**src/rtl/core/wcs_pkg.sv**
```systemverilog
`default_nettype none
package wcs_pkg;

	// Field and register widths.
	localparam int PIX_W = 8;
	localparam int CFG_W = 13;
	localparam int WIDTH_REG_W = 11;
	localparam int HEIGHT_REG_W = 13;
	localparam int MODE_W = 2;
	localparam int COL_CMP_W = 14;
	localparam int ROW_W = 12;
	localparam int SQ_W = 22;
	localparam int ROOT_W = 11;
	localparam int WIN_N = 9;

	// Defaults and limits.
	localparam int MAX_WIDTH_DEF = 1024;
	localparam int ROW_LIMIT = 4096;
	localparam logic [WIDTH_REG_W-1:0] WIDTH_RST = 11'd1024;
	localparam logic [HEIGHT_REG_W-1:0] HEIGHT_RST = 13'd1024;

	// Reciprocal of nine in 16 fractional bits; exact floor for sums up to 2295.
	localparam logic [12:0] RECIP9 = 13'd7282;

	// Register indexes.
	localparam logic [1:0] REG_WIDTH = 2'd0;
	localparam logic [1:0] REG_HEIGHT = 2'd1;
	localparam logic [1:0] REG_MODE = 2'd2;

	// Filter modes.
	localparam logic [MODE_W-1:0] MODE_MEAN = 2'd0;
	localparam logic [MODE_W-1:0] MODE_VERT = 2'd1;
	localparam logic [MODE_W-1:0] MODE_HORZ = 2'd2;
	localparam logic [MODE_W-1:0] MODE_MAG = 2'd3;

	// Input opcodes.
	localparam logic OP_PIXEL = 1'b0;
	localparam logic OP_FLUSH = 1'b1;

	// Sobel coefficients already flipped in both axes, indexed by window
	// position row*3+col.
	localparam logic signed [2:0] SOBEL_V [WIN_N] = '{
		-3'sd1, 3'sd0, 3'sd1, -3'sd2, 3'sd0, 3'sd2, -3'sd1, 3'sd0, 3'sd1};
	localparam logic signed [2:0] SOBEL_H [WIN_N] = '{
		3'sd1, 3'sd2, 3'sd1, 3'sd0, 3'sd0, 3'sd0, -3'sd1, -3'sd2, -3'sd1};

	typedef struct packed {
		logic opcode;
		logic [PIX_W-1:0] pixel_in;
	} pix_word_t;

	typedef struct packed {
		logic [PIX_W-1:0] pixel_out;
		logic frame_last;
	} res_word_t;

endpackage
`default_nettype wire

```
**src/rtl/core/wcs_cell.sv**
```systemverilog
`default_nettype none
module wcs_cell
	import wcs_pkg::*;
(
	input wire logic clk,
	input wire logic arst_n,
	input wire logic shift_en,
	input wire logic [PIX_W-1:0] pix_prev,
	output logic [PIX_W-1:0] pix
);

	logic [PIX_W-1:0] pix_q;

	// Take the neighbor's pixel on every shift.
	always_ff @(posedge clk or negedge arst_n) begin
		if (!arst_n) begin
			pix_q <= '0;
		end else if (shift_en) begin
			pix_q <= pix_prev;
		end
	end

	assign pix = pix_q;

endmodule
`default_nettype wire

```
**config.mk**
```make
export PLATFORM = sky130hd
export DESIGN_NAME = wcs_cell
export DESIGN_NICKNAME = d
export VERILOG_FILES = /design/src/rtl/core/wcs_pkg.sv /design/src/rtl/core/wcs_cell.sv
export SDC_FILE = /design/constraint.sdc
export NUM_CORES = 1
export LEC_CHECK = 0
export ABC_AREA = 1
export BUFFER_PORTS_ARGS = -buffer_cell sky130_fd_sc_hd__clkbuf_2
export CORE_AREA = 4 4 41 43
export CTS_CLUSTER_SIZE = 24
export DETAILED_ROUTE_END_ITERATION = 8
export DIE_AREA = 0 0 45 47
export PLACE_DENSITY = 0.48
export SYNTH_ARGS = -nofsm -noshare
export SYNTH_HDL_FRONTEND = slang
export SYNTH_SLANG_ARGS = --single-unit
```
**constraint.sdc**
```tcl
create_clock -name clk -period 0.8 [get_ports clk]
set_input_delay 0.2 -clock clk [delete_from_list [all_inputs] [get_ports clk]]
set_output_delay 0.2 -clock clk [all_outputs]
set_load 0.005 [all_outputs]
```
==> metrics.txt <==
Worst-Skew Late Latency=approximately 0.24 ns; Worst EP arrival=0.73 ns; Port-buffer cells=18; Clock Power Share=0.318; Synth cell types=4; CTS buffer count=3; Avg WL per Cell=8.39 microns; Psw=~0.2 mW; Root Driver=clkbuf_4; number of cells on the critical path=1; share of cells above drive strength 1=0.484; Core Util, Final=0.377; Critical Path RT=about 0.60 ns; Row Count=13; Worst Hold Class=in2reg; CTS clk-pin slew, worst paths=roughly 0.05 ns; GR Overflow Total=0; final slew viol count=0; die area=approximately 2100 sq um; drt first pass iters=2; Largest register FFs=8; dpl ws=a little under 0.08 ns; WL final=between 600 and 700 microns; pin count of the biggest net entering global routing=10; final hold viol count=0; diode count=0; Syn Inst Count=34; antenna-violating nets left=0; worst-margin pin slew=between 0.15 and 0.2 ns; CTS tree=yes; number of maximum-capacitance violations=0; delay-heaviest family, CP=flip-flops; H-tree depth=1; post-synthesis area per instance=8.98 sq um; Worst path slowest cell=dfrtp_1; CP Capture Type=primary output; # IOs=19; LEAKAGE=between 0.2 and 0.3 nW; leading area contributor after synthesis=dfrtp_1; final setup margin=-0.132 ns; initial DRC count=3; Final min period=0.932 ns; sw frac=0.224; Power per Cell Area=about 1900 nW/um^2; Post-Syn Area=305 sq um; Die Height=about 47 microns; Initial Util=0.235; Sequential Power Share=0.503; Combinational Power Share=0.180; cell types occupying the most area after synthesis=dfrtp_1 66%, nand2_1 30%, buf_6 3.7%; # DRC=0; Seq cells post-synth=8; Finish-stage setup viols=9; Reg2Reg Depth=4; die width=45 microns; Nets=75; Slew Limit Headroom=0.868; Buf/Inv on CP=1; top cell type's share of synthesized area=0.656; Worst VDD drop=about 0.73 mV; startpoint types=register; hold depth=3; Pint=0.708 mW; initial antenna violation count=0; overall power=approximately 0.9 mW; RSZ-0062 raised after global routing=yes; drt via density=3.77; Final Cycle Share=1.17; via count=290; crit-path cells=clkbuf_2; status=finished, violations left; Worst Path Max Fanout=2; Tot GR Track Use=0.0743; core footprint=roughly 1300 sq um; failing checks=negative setup slack; Syn-to-layout area delta=60.7%; vias in the first global route=approximately 290; Max Clock Freq=~1100 MHz; first-pass GRT wire length=between 1 and 1.5 mm; routability cong.=0.659; Synthesis Warnings=0; CP max stage delay=approximately 0.38 ns; CTS Buffer Depth=2; Mapped Nets=45; sequential share of the synthesized area=0.656; Clock Skew=0 ns; clock sink count=8; CP Class=reg2out
final timing paths:
kind	startpoint	to	slack (ns)
max	pix[2]	pix[2]	-0.13
min	pix_prev[4]	pix[4]	0.15
max reg2reg	pix[3]	pix[3]	-0.01
min reg2reg	pix[1]	pix[1]	0.48
max in group asynchronous	arst_n	pix[3]	0.30
min in group asynchronous	arst_n	pix[0]	0.33
power groups by stage:
stage | Sequential [mW] | Combinational (mW) | Clock [mW]
after floorplan | 0.469 | 0.0451 | 0
after global placement | 0.468 | 0.118 | 0
after detailed placement | 0.467 | 0.118 | 0
after CTS | 0.458 | 0.162 | 0.309
after global routing | 0.462 | 0.186 | 0.336
final | 0.459 | 0.164 | 0.290
cells in the mapped netlist:
cell and n:
inv_2 1, buf_6 1, dfrtp_1 8, nand2_1 24
cell families after synthesis:
| group | after synthesis | share of synthesized area |
|---|---|---|
| flops | 8 | 0.656 |
| simple gates | 24 | 0.295 |
| buf+inv | 2 | 0.0492 |
layer usage:
| metal | track usage | wire, microns | part of all wire | vias to the layer above |
|---|---|---|---|---|
| li1 | - | - | - | 157 |
| met1 | 0.0869 | 233 | 0.36 | 123 |
| met2 | 0.102 | 353 | 0.55 | 10 |
| met3 | 0.0421 | 59 | 0.091 | 0 |
| met4 | 0.0526 | 0 | 0 | 0 |
| met5 | 0 | 0 | 0 | - |
placed cells by master (no fill, tap or decap):
cell and count:
clkbuf_2 18, dlygate4sd3_1 1, nand2_2 1, dfrtp_1 8, buf_4 7, inv_2 1, clkbuf_4 3, nand2_1 23
metrics by stage:
stage                     hold slack (ns)  cells  area, sq um  TNS, ns
after floorplan                   -0.0956     34          305        0
after global placement             0.0592     66          403        0
after detailed placement           0.0554     66          403        0
after CTS                           0.144     76          480    -1.11
after global routing                0.140     77          490    -1.34
final                               0.153     77          490    -1.01
what timing repair did:
item                       CTS  global route
setup endpoints to repair    8             8
hold buffers                 1             0
resized for setup            0             1
hold endpoints to repair     8             0
setup buffers                6             1
tightest hold or removal path, cell delays in order:
cell      delay (ns)
clkbuf_2        0.07
nand2_1         0.04
nand2_1         0.05
final cells by class:
type | instances | area (sq um)
fillers | 153 | 811
flip-flops and latches | 8 | 200
repair buffers | 26 | 153
multi-input cells | 24 | 92.6
clock buffers | 3 | 22.5
well taps | 15 | 18.8
inverters | 1 | 3.75
No activity file was read; power rests on OpenSTA's default activity.
