[src/rtl/core/wcs_pkg.sv]
`default_nettype none
package wcs_pkg;

	// Field and register widths.
	localparam int PIX_W = 8;
	localparam int CFG_W = 13;
	localparam int WIDTH_REG_W = 11;
	localparam int HEIGHT_REG_W = 13;
	localparam int MODE_W = 2;
	localparam int COL_CMP_W = 14;
	localparam int ROW_W = 12;
	localparam int SQ_W = 22;
	localparam int ROOT_W = 11;
	localparam int WIN_N = 9;

	// Defaults and limits.
	localparam int MAX_WIDTH_DEF = 1024;
	localparam int ROW_LIMIT = 4096;
	localparam logic [WIDTH_REG_W-1:0] WIDTH_RST = 11'd1024;
	localparam logic [HEIGHT_REG_W-1:0] HEIGHT_RST = 13'd1024;

	// Reciprocal of nine in 16 fractional bits; exact floor for sums up to 2295.
	localparam logic [12:0] RECIP9 = 13'd7282;

	// Register indexes.
	localparam logic [1:0] REG_WIDTH = 2'd0;
	localparam logic [1:0] REG_HEIGHT = 2'd1;
	localparam logic [1:0] REG_MODE = 2'd2;

	// Filter modes.
	localparam logic [MODE_W-1:0] MODE_MEAN = 2'd0;
	localparam logic [MODE_W-1:0] MODE_VERT = 2'd1;
	localparam logic [MODE_W-1:0] MODE_HORZ = 2'd2;
	localparam logic [MODE_W-1:0] MODE_MAG = 2'd3;

	// Input opcodes.
	localparam logic OP_PIXEL = 1'b0;
	localparam logic OP_FLUSH = 1'b1;

	// Sobel coefficients already flipped in both axes, indexed by window
	// position row*3+col.
	localparam logic signed [2:0] SOBEL_V [WIN_N] = '{
		-3'sd1, 3'sd0, 3'sd1, -3'sd2, 3'sd0, 3'sd2, -3'sd1, 3'sd0, 3'sd1};
	localparam logic signed [2:0] SOBEL_H [WIN_N] = '{
		3'sd1, 3'sd2, 3'sd1, 3'sd0, 3'sd0, 3'sd0, -3'sd1, -3'sd2, -3'sd1};

	typedef struct packed {
		logic opcode;
		logic [PIX_W-1:0] pixel_in;
	} pix_word_t;

	typedef struct packed {
		logic [PIX_W-1:0] pixel_out;
		logic frame_last;
	} res_word_t;

endpackage
`default_nettype wire

[src/rtl/core/wcs_isqrt.sv]
`default_nettype none
module wcs_isqrt
	import wcs_pkg::*;
(
	input wire logic clk,
	input wire logic arst_n,
	input wire logic start,
	input wire logic [SQ_W-1:0] value,
	output logic done,
	output logic [ROOT_W-1:0] root
);

	logic [SQ_W-1:0] rem_q;
	logic [SQ_W-1:0] res_q;
	logic [SQ_W-1:0] bit_q;
	logic busy_q;
	logic done_q;
	logic [SQ_W-1:0] trial;

	assign trial = res_q + bit_q;

	// One result bit per cycle, starting at the top power of four.
	always_ff @(posedge clk or negedge arst_n) begin
		if (!arst_n) begin
			busy_q <= 1'b0;
			done_q <= 1'b0;
		end else begin
			done_q <= !start && busy_q && bit_q[0];
			if (start) begin
				busy_q <= 1'b1;
			end else if (busy_q && bit_q[0]) begin
				busy_q <= 1'b0;
			end
		end
	end

	always_ff @(posedge clk) begin
		if (start) begin
			rem_q <= value;
			res_q <= '0;
			bit_q <= SQ_W'(1) << (SQ_W - 2);
		end else if (busy_q) begin
			if (rem_q >= trial) begin
				rem_q <= rem_q - trial;
				res_q <= (res_q >> 1) + bit_q;
			end else begin
				res_q <= res_q >> 1;
			end
			bit_q <= bit_q >> 2;
		end
	end

	assign done = done_q;
	assign root = res_q[ROOT_W-1:0];

endmodule
`default_nettype wire

[config.mk]
export PLATFORM = sky130hd
export DESIGN_NAME = wcs_isqrt
export DESIGN_NICKNAME = d
export VERILOG_FILES = /design/src/rtl/core/wcs_pkg.sv /design/src/rtl/core/wcs_isqrt.sv
export SDC_FILE = /design/constraint.sdc
export NUM_CORES = 1
export LEC_CHECK = 0
export BUFFER_PORTS_ARGS = -buffer_cell sky130_fd_sc_hd__buf_4
export CORE_ASPECT_RATIO = 1.25
export CORE_MARGIN = 5
export CORE_UTILIZATION = 58
export DETAILED_ROUTE_END_ITERATION = 12
export PLACE_DENSITY = 0.79
export SYNTH_ARGS = -nofsm -noshare
export SYNTH_HDL_FRONTEND = slang
export SYNTH_SLANG_ARGS = --single-unit
export TNS_END_PERCENT = 30
[constraint.sdc]
create_clock -name clk -period 10.4 [get_ports clk]
set_clock_uncertainty 0.15 [all_clocks]
set_input_delay 1.04 -clock clk [delete_from_list [all_inputs] [get_ports clk]]
set_output_delay 1.04 -clock clk [all_outputs]
set_load 0.05 [all_outputs]
==> summary.md, run 1 <==
| Metric | Value |
|---|---|
| Final setup TNS | `0 ps` |
| Critical path class | `reg2reg` |
| Top layer in use | `met4` |
| Grt total ovfl | `0` |
| Antenna Nets Post-Route | `0` |
| Switching part of the total | `45.9%` |
| Crit path time final | `around 5400 ps` |
| Setup violations, final | `0` |
| Clock-pin slew on the worst setup and hold paths | `70 ps` |
| Clock Power Share | `16.3%` |
| CP endpoint kind | `register` |
| IR drop worst, VDD | `0.159 mV` |
| Post-CTS sizing | `0` |
| Layout cells sized above 1 | `between 10 and 15%` |
| Top Ports | `37` |
| Initial core utilization | `58.8%` |
| Seq pwr share | `26.7%` |
| Num CTS Buffers | `9` |
| Syn Inst Count | `622` |
| Top-area cell type share of the netlist area | `13.0%` |
| Post-synth EDFFs | `22` |
| Root Buffer | `clkbuf_8` |
| Largest net degree at the start of global routing | `77` |
| Synth area leaders | `dfxtp_1 13%, edfxtp_1 13%, ha_1 11%, nand2_1 4.8%, o21ai_0 4.3%` |
| Static leakage | `0.00220 uW` |
| Routed wl met2 | `approximately 6200 um` |
| Total nets after synthesis | `694` |
| Antenna cell count | `0` |
| Post-CTS Repair Setup Buffers | `0` |
| CTS Sinks | `57` |
| Synth cell count leaders | `65 x nand2_1, 48 x nor2_1, 46 x ha_1` |
| Final Hold Vio Count | `0` |
| Die span in y | `115 um` |
| Worst EP arrival | `5240 ps` |
| DRT met1 WL | `~5600 um` |
| Nets | `~700` |
| Synth Register Bits | `57` |
| Hold Path Class | `in2async` |
| Total internal power | `712 uW` |
| CP Launch Type | `register` |
| DRC | `0` |
| Port Buffers | `36` |
| Netlist area before placement | `5090 um2` |
| GRT Util Overall | `24.9%` |
| Setup slack after placement | `5020 ps` |
| RSZ-0062 raised after global routing | `no` |
| Final wirelength | `12700 um` |
| Vias in the first global route | `4589` |
| Layout Cells excl Fill | `approximately 760` |
| Clk buf depth | `2` |
| Die area | `~11000 um2` |
| Post-synth top area cell | `dfxtp_1` |
| First-pass GRT wire length | `21600 um` |
| Max Cap Viol | `0` |
| Worst Max-Slew Pin Slew | `1180 ps` |
| Req. time, crit path | `10220 ps` |
| Initial antenna violation count | `0` |
| Max Clk Rate | `185 MHz` |
| Slew Limit Fails | `0` |
| Worst Hold Slack | `a little over 300 ps` |
| Clk_lat worst skew | `360 ps` |
| WL met3 | `675 um` |
| Post-synth cell types | `75` |
| Async S/R FF share, synth | `3.51%` |
| CORE AREA | `8650 um2` |
| Rel. slew slack | `between 20% and 30%` |
| Initial DRC Count | `around 380` |
| Pwr Density | `between 200 and 250 nW/um2` |
| Sequential share of the synthesized area | `26.9%` |
| GP Congestion | `0.929` |
| Area Growth Syn to Fin | `8.36%` |
| Most numerous cell in the Yosys netlist | `nand2_1` |
| Worst setup margin | `4980 ps` |
| CP max FO | `28` |
| Rows | `38` |
| Vias | `between 4000 and 5000` |
| CTS Hold Bufs | `0` |
| Fin crit share | `~52%` |
| Status | `finished clean` |
| Drt wl/cell | `16.8 um` |
| Syn_area_per_cell | `just over 8 um2` |
| Post-DP HPWL | `9160 um` |
| Htree depth | `3` |
| Synth Flop Type | `dfxtp_1` |
| Placed insts | `739` |
| CTS tree | `done` |
| Chip width | `about 94 um` |
| Switching power | `604 uW` |
| Combinational share of power | `57.0%` |
| Initial DRT Pass Iterations | `5` |
| Ys Warns | `0` |
| Post-DR vias/cell | `6.35` |
[cell usage in the layout (no fill, tap or decap), types with 4 or more instances in the layout]
cell type	netlist	final
nor2_1	48	48
o21a_1	4	4
o211ai_1	4	4
nand4_1	5	5
buf_4	12	38
nor3_1	15	15
xor2_1	12	12
o31ai_1	8	8
nor2b_1	5	5
a211oi_1	8	8
xnor2_1	17	17
o21ai_0	44	43
or3_1	11	11
inv_1	19	19
and2_1	6	6
nand3_1	17	17
ha_1	46	46
edfxtp_1	22	22
clkbuf_8	0	9
and3_1	7	7
a221oi_1	4	4
a211o_1	4	4
mux2i_1	15	15
dfxtp_1	33	33
nand2_1	65	65
a31oi_1	21	21
nor4_1	5	5
a311oi_1	15	15
o21bai_1	5	5
a21o_1	13	13
a21oi_1	38	38
[worst max-delay path, stage by stage (launching register included)]
cell and delay, ps:
dfxtp_1 440, ha_1 310, a31oi_1 300, o21bai_1 160, a31oi_1 410, o21ai_0 260
a31oi_1 270, xor2_1 110, ha_1 370, and3_1 230, and4b_1 270, a211oi_2 100
o221a_1 580, o21ai_2 1060
[final cells by class]
type	count	area, um2
clock inverter	4	21.3
timing repair buffer	38	285
clock buffer	12	178
inverter	19	71.3
sequential	57	1370
tap	120	150
fill	766	3140
multi-input combinational	505	3440
[metal layers]
metal | track usage, % | vias to the layer above
met4 | 8.96 | 0
met3 | 5.65 | 20
met5 | 0 | -
li1 | - | 2359
met1 | 32.0 | 2251
met2 | 40.9 | 161
[sequential cells by signal, summed over array words and instances, names as in the netlist]
register and flops:
done 1, busy_q 1, bit_q 11, rem_q 22
res_q 22
[power by group through the flow]
| stage | logic, uW | clock network [uW] | registers, uW |
|---|---|---|---|
| after CTS | 745 | 217 | 351 |
| after floorplan | 607 | 0 | 341 |
| after global routing | 838 | 230 | 358 |
| after detailed placement | 738 | 0 | 356 |
| after global placement | 726 | 0 | 354 |
| final | 750 | 214 | 352 |
[per-stage QoR]
stage	cell area [um2]	total power, uW	utilization [%]
detailed placement	5320	1090	61.4
floorplan	5090	948	-
global route	5510	1430	63.7
CTS	5510	1310	63.7
finish	5510	1320	63.7
global placement	5320	1080	61.4
[cells by family (layout without fill, tap and decap cells)]
kind of cell,count (synthesis),after routing,share of synthesized area (%)
compound gates,198,198,26.3
xor+xnor,29,29,4.99
fa+ha+maj,47,47,11.7
buf+inv,60,73,5.58
flops,57,57,26.9
mux,17,17,3.39
simple gates,214,214,21.1
[worst paths after layout]
path                       slack [ps]         to      from  depth (start not counted)
min reg2reg                       370   res_q[0]  res_q[0]                          2
max in group asynchronous        9700     busy_q    arst_n                          1
max reg2reg                      4980  rem_q[17]  res_q[2]                         13
min                               300       done    arst_n                          1
max                              4980  rem_q[17]  res_q[2]                         13
min in group clk                  370   res_q[0]  res_q[0]                          2
Power figures use the tool's default switching activity.
==> run 2, diff against run 1 <==
Clock period 10.4 ns to 5.7 ns, I/O delays scaled along.
==> summary.md, run 2 (same netlist as run 1, synthesis figures left out) <==
| Metric | Value |
|---|---|
| Root Buffer | `clkbuf_8 (unchanged)` |
| First-pass GRT wire length | `21000 um (was 21600 um)` |
| Antenna Nets Post-Route | `0 (unchanged)` |
| GRT Util Overall | `24.0% (was 24.9%)` |
| Placed insts | `741 (was 739)` |
| Initial antenna violation count | `0 (unchanged)` |
| Port Buffers | `36 (unchanged)` |
| Multi-input logic area | `3440 um2 (unchanged)` |
| Vias | `4796 (was 4791)` |
| Htree depth | `3 (unchanged)` |
| Req. time, crit path | `5790 ps (was 10220 ps)` |
| CP max FO | `28 (unchanged)` |
| Initial DRC Count | `320 (was 382)` |
| Layout cells sized above 1 | `11.3% (was 11.2%)` |
| R2r worst-path depth | `14 (was 13)` |
| RSZ-0062 raised after global routing | `no (unchanged)` |
| Critical path class | `reg2reg (unchanged)` |
| Static leakage | `0.00220 uW (about the same)` |
| GP Congestion | `0.924 (was 0.929)` |
| Critical R2R Launch | `res_q[2] (unchanged)` |
| Worst EP arrival | `5140 ps (was 5240 ps)` |
| Antenna cell count | `0 (unchanged)` |
| Nets | `705 (was 702)` |
| Final Hold Vio Count | `0 (unchanged)` |
| Register area | `1370 um2 (unchanged)` |
| Reg-to-Reg End | `res_q[2] (was rem_q[17])` |
| Largest net degree at the start of global routing | `77 (unchanged)` |
| Layout Cells excl Fill | `758 (was 755)` |
| Switching part of the total | `46.2% (was 45.9%)` |
| Rows | `38 (unchanged)` |
| Combinational share of power | `58.3% (was 57.0%)` |
| Slew Limit Fails | `0 (unchanged)` |
| Initial core utilization | `58.8% (unchanged)` |
| Chip width | `93.8 um (unchanged)` |
| Top Registers | `rem_q: 22 flops, res_q: 22 flops, bit_q: 11 flops (unchanged)` |
| Post-DP Area | `5330 um2 (was 5320 um2)` |
| Die span in y | `115 um (unchanged)` |
| Final Util | `63.8% (was 63.7%)` |
| Initial DRT Pass Iterations | `7 (was 5)` |
| Leading cell types in the layout, fill and taps excluded | `65 x nand2_1, 48 x nor2_1, 46 x ha_1 (unchanged)` |
| CP endpoint kind | `register (unchanged)` |
| Slowest stage cell, crit path | `o221a_1 (was o21ai_2)` |
| Clk buf depth | `2 (unchanged)` |
| Final Instance Area | `5520 um2 (was 5510 um2)` |
| Top Ports | `37 (unchanged)` |
| Seq pwr share | `26.4% (was 26.7%)` |
| IR drop worst, VDD | `0.273 mV (was 0.159 mV)` |
| Most common cell after layout, fill and taps aside | `nand2_1 (unchanged)` |
| Die area | `10800 um2 (unchanged)` |
| R2R setup slack | `640 ps (was 4980 ps)` |
| Hold Path Class | `in2reg (was in2async)` |
| Clk_lat worst skew | `350 ps (was 360 ps)` |
| Fill cell count | `775 (was 766)` |
| Hold path start | `value[5]` |
| CTS Sinks | `57 (unchanged)` |
| Setup violations, final | `0 (unchanged)` |
| Clock-pin slew on the worst setup and hold paths | `70 ps (about the same)` |
| Total internal power | `1300 uW (was 712 uW)` |
| Grt total ovfl | `0 (unchanged)` |
| Switching power | `1120 uW (was 604 uW)` |
| Crit path launch | `res_q[2] (unchanged)` |
| Area Growth Syn to Fin | `8.56% (was 8.36%)` |
| DRC | `0 (unchanged)` |
| Status | `finished clean (unchanged)` |
| Pwr Density | `437 nW/um2 (was 239 nW/um2)` |
| Max Cap Viol | `0 (unchanged)` |
| Fin crit share | `88.7% (was 52.1%)` |
| Worst Max-Slew Pin Slew | `1050 ps (was 1180 ps)` |
| Rel. slew slack | `30.0% (was 21.4%)` |
| Vias in the first global route | `4580 (was 4589)` |
| Post-DP HPWL | `9060 um (was 9160 um)` |
| Drt wl/cell | `16.9 um (was 16.8 um)` |
| Clock Power Share | `15.3% (was 16.3%)` |
| Critical-path cell list | `ha_1 > a31oi_1 > o21bai_1 > a31oi_1 > o21ai_0 > a31oi_1 > xor2_1 > ha_1 > and3_1 > and4b_1 > a211oi_2 > o221a_1 > nor3_1 > a311o_1 (was ha_1 > a31oi_1 > o21bai_1 > a31oi_1 > o21ai_0 > a31oi_1 > xor2_1 > ha_1 > and3_1 > and4b_1 > a211oi_2 > o221a_1 > o21ai_2)` |
| Final setup TNS | `0 ps (unchanged)` |
| Most used cell, CP | `a31oi_1 (unchanged)` |
| CTS tree | `done (unchanged)` |
| Crit path to | `res_q[2] (was rem_q[17])` |
| Post-DR vias/cell | `6.33 (was 6.35)` |
| CP Launch Type | `register (unchanged)` |
| Crit path time final | `5060 ps (was 5420 ps)` |
| Final wirelength | `12800 um (was 12700 um)` |
| CORE AREA | `8650 um2 (unchanged)` |
| Num CTS Buffers | `9 (unchanged)` |
| CP max stage delay | `930 ps (was 1060 ps)` |
| Max Clk Rate | `198 MHz (was 185 MHz)` |
run 2: cell count changes in the layout (fill, tap and decap cells not counted), sizes merged:
cell         previous run  this run
clkinv                  3         1
clkbuf                 12        14
dlygate4sd3             0         1
buf                    38        40
run 2: worst min path at each step:
stage / endpoint / slack [ps] / cells past startpoint
final: rem_q[5] / 350 / 3
after global placement: done / 200 / 1
after detailed placement: done / 200 / 1
after global routing: rem_q[5] / 360 / 3
after CTS: rem_q[5] / 350 / 3
after floorplan: busy_q / 120 / 0
run 2: worst max-delay path, delay by kind of cell, from the launching register on:
family                     cells  cell delay, ps
xor gates and xnor gates       1             170
and+or+nand+nor                3             600
AOI/OAI and AO/OA              8            2960
DFF                            1             460
adders and majority gates      2             610
run 2: routing by layer:
metal | GRT usage [%] | wire length, um | up-vias
met2 | 40.0 | 6030 | 175
met3 | 4.40 | 734 | 38
met1 | 30.6 | 5680 | 2211
met4 | 9.92 | 371 | 0
met5 | 0 | 0 | -
li1 | - | - | 2372
run 2: metrics by stage:
stage	power [uW]	setup slack (ps)	hold WS (ps)
floorplan	1730	309	124
global placement	1980	853	202
detailed placement	2020	727	204
CTS	2390	685	350
global route	2590	188	359
finish	2410	643	352
run 2: repair_timing:
action | CTS | global route
hold buffers | 1 | 0
hold endpoints to repair | 2 | 0
buffers inserted | 0 | 0
gates resized for setup | 0 | 0
run 2: power groups by stage:
stage / Sequential [uW] / Clock, uW / Combinational [uW]
floorplan: 622 / 0 / 1110
detailed placement: 644 / 0 / 1370
global route: 648 / 387 / 1550
CTS: 636 / 369 / 1390
finish: 638 / 369 / 1410
global placement: 642 / 0 / 1330
run 2: area by class of cell:
| class | instances | share of cell area [%] |
|---|---|---|
| Tap cell | 120 | 2.72 |
| Clock buffer | 14 | 3.13 |
| Sequential cell | 57 | 24.8 |
| Inverter | 19 | 1.29 |
| Multi-Input combinational cell | 505 | 62.2 |
| Clock inverter | 2 | 0.204 |
| Timing Repair Buffer | 41 | 5.62 |
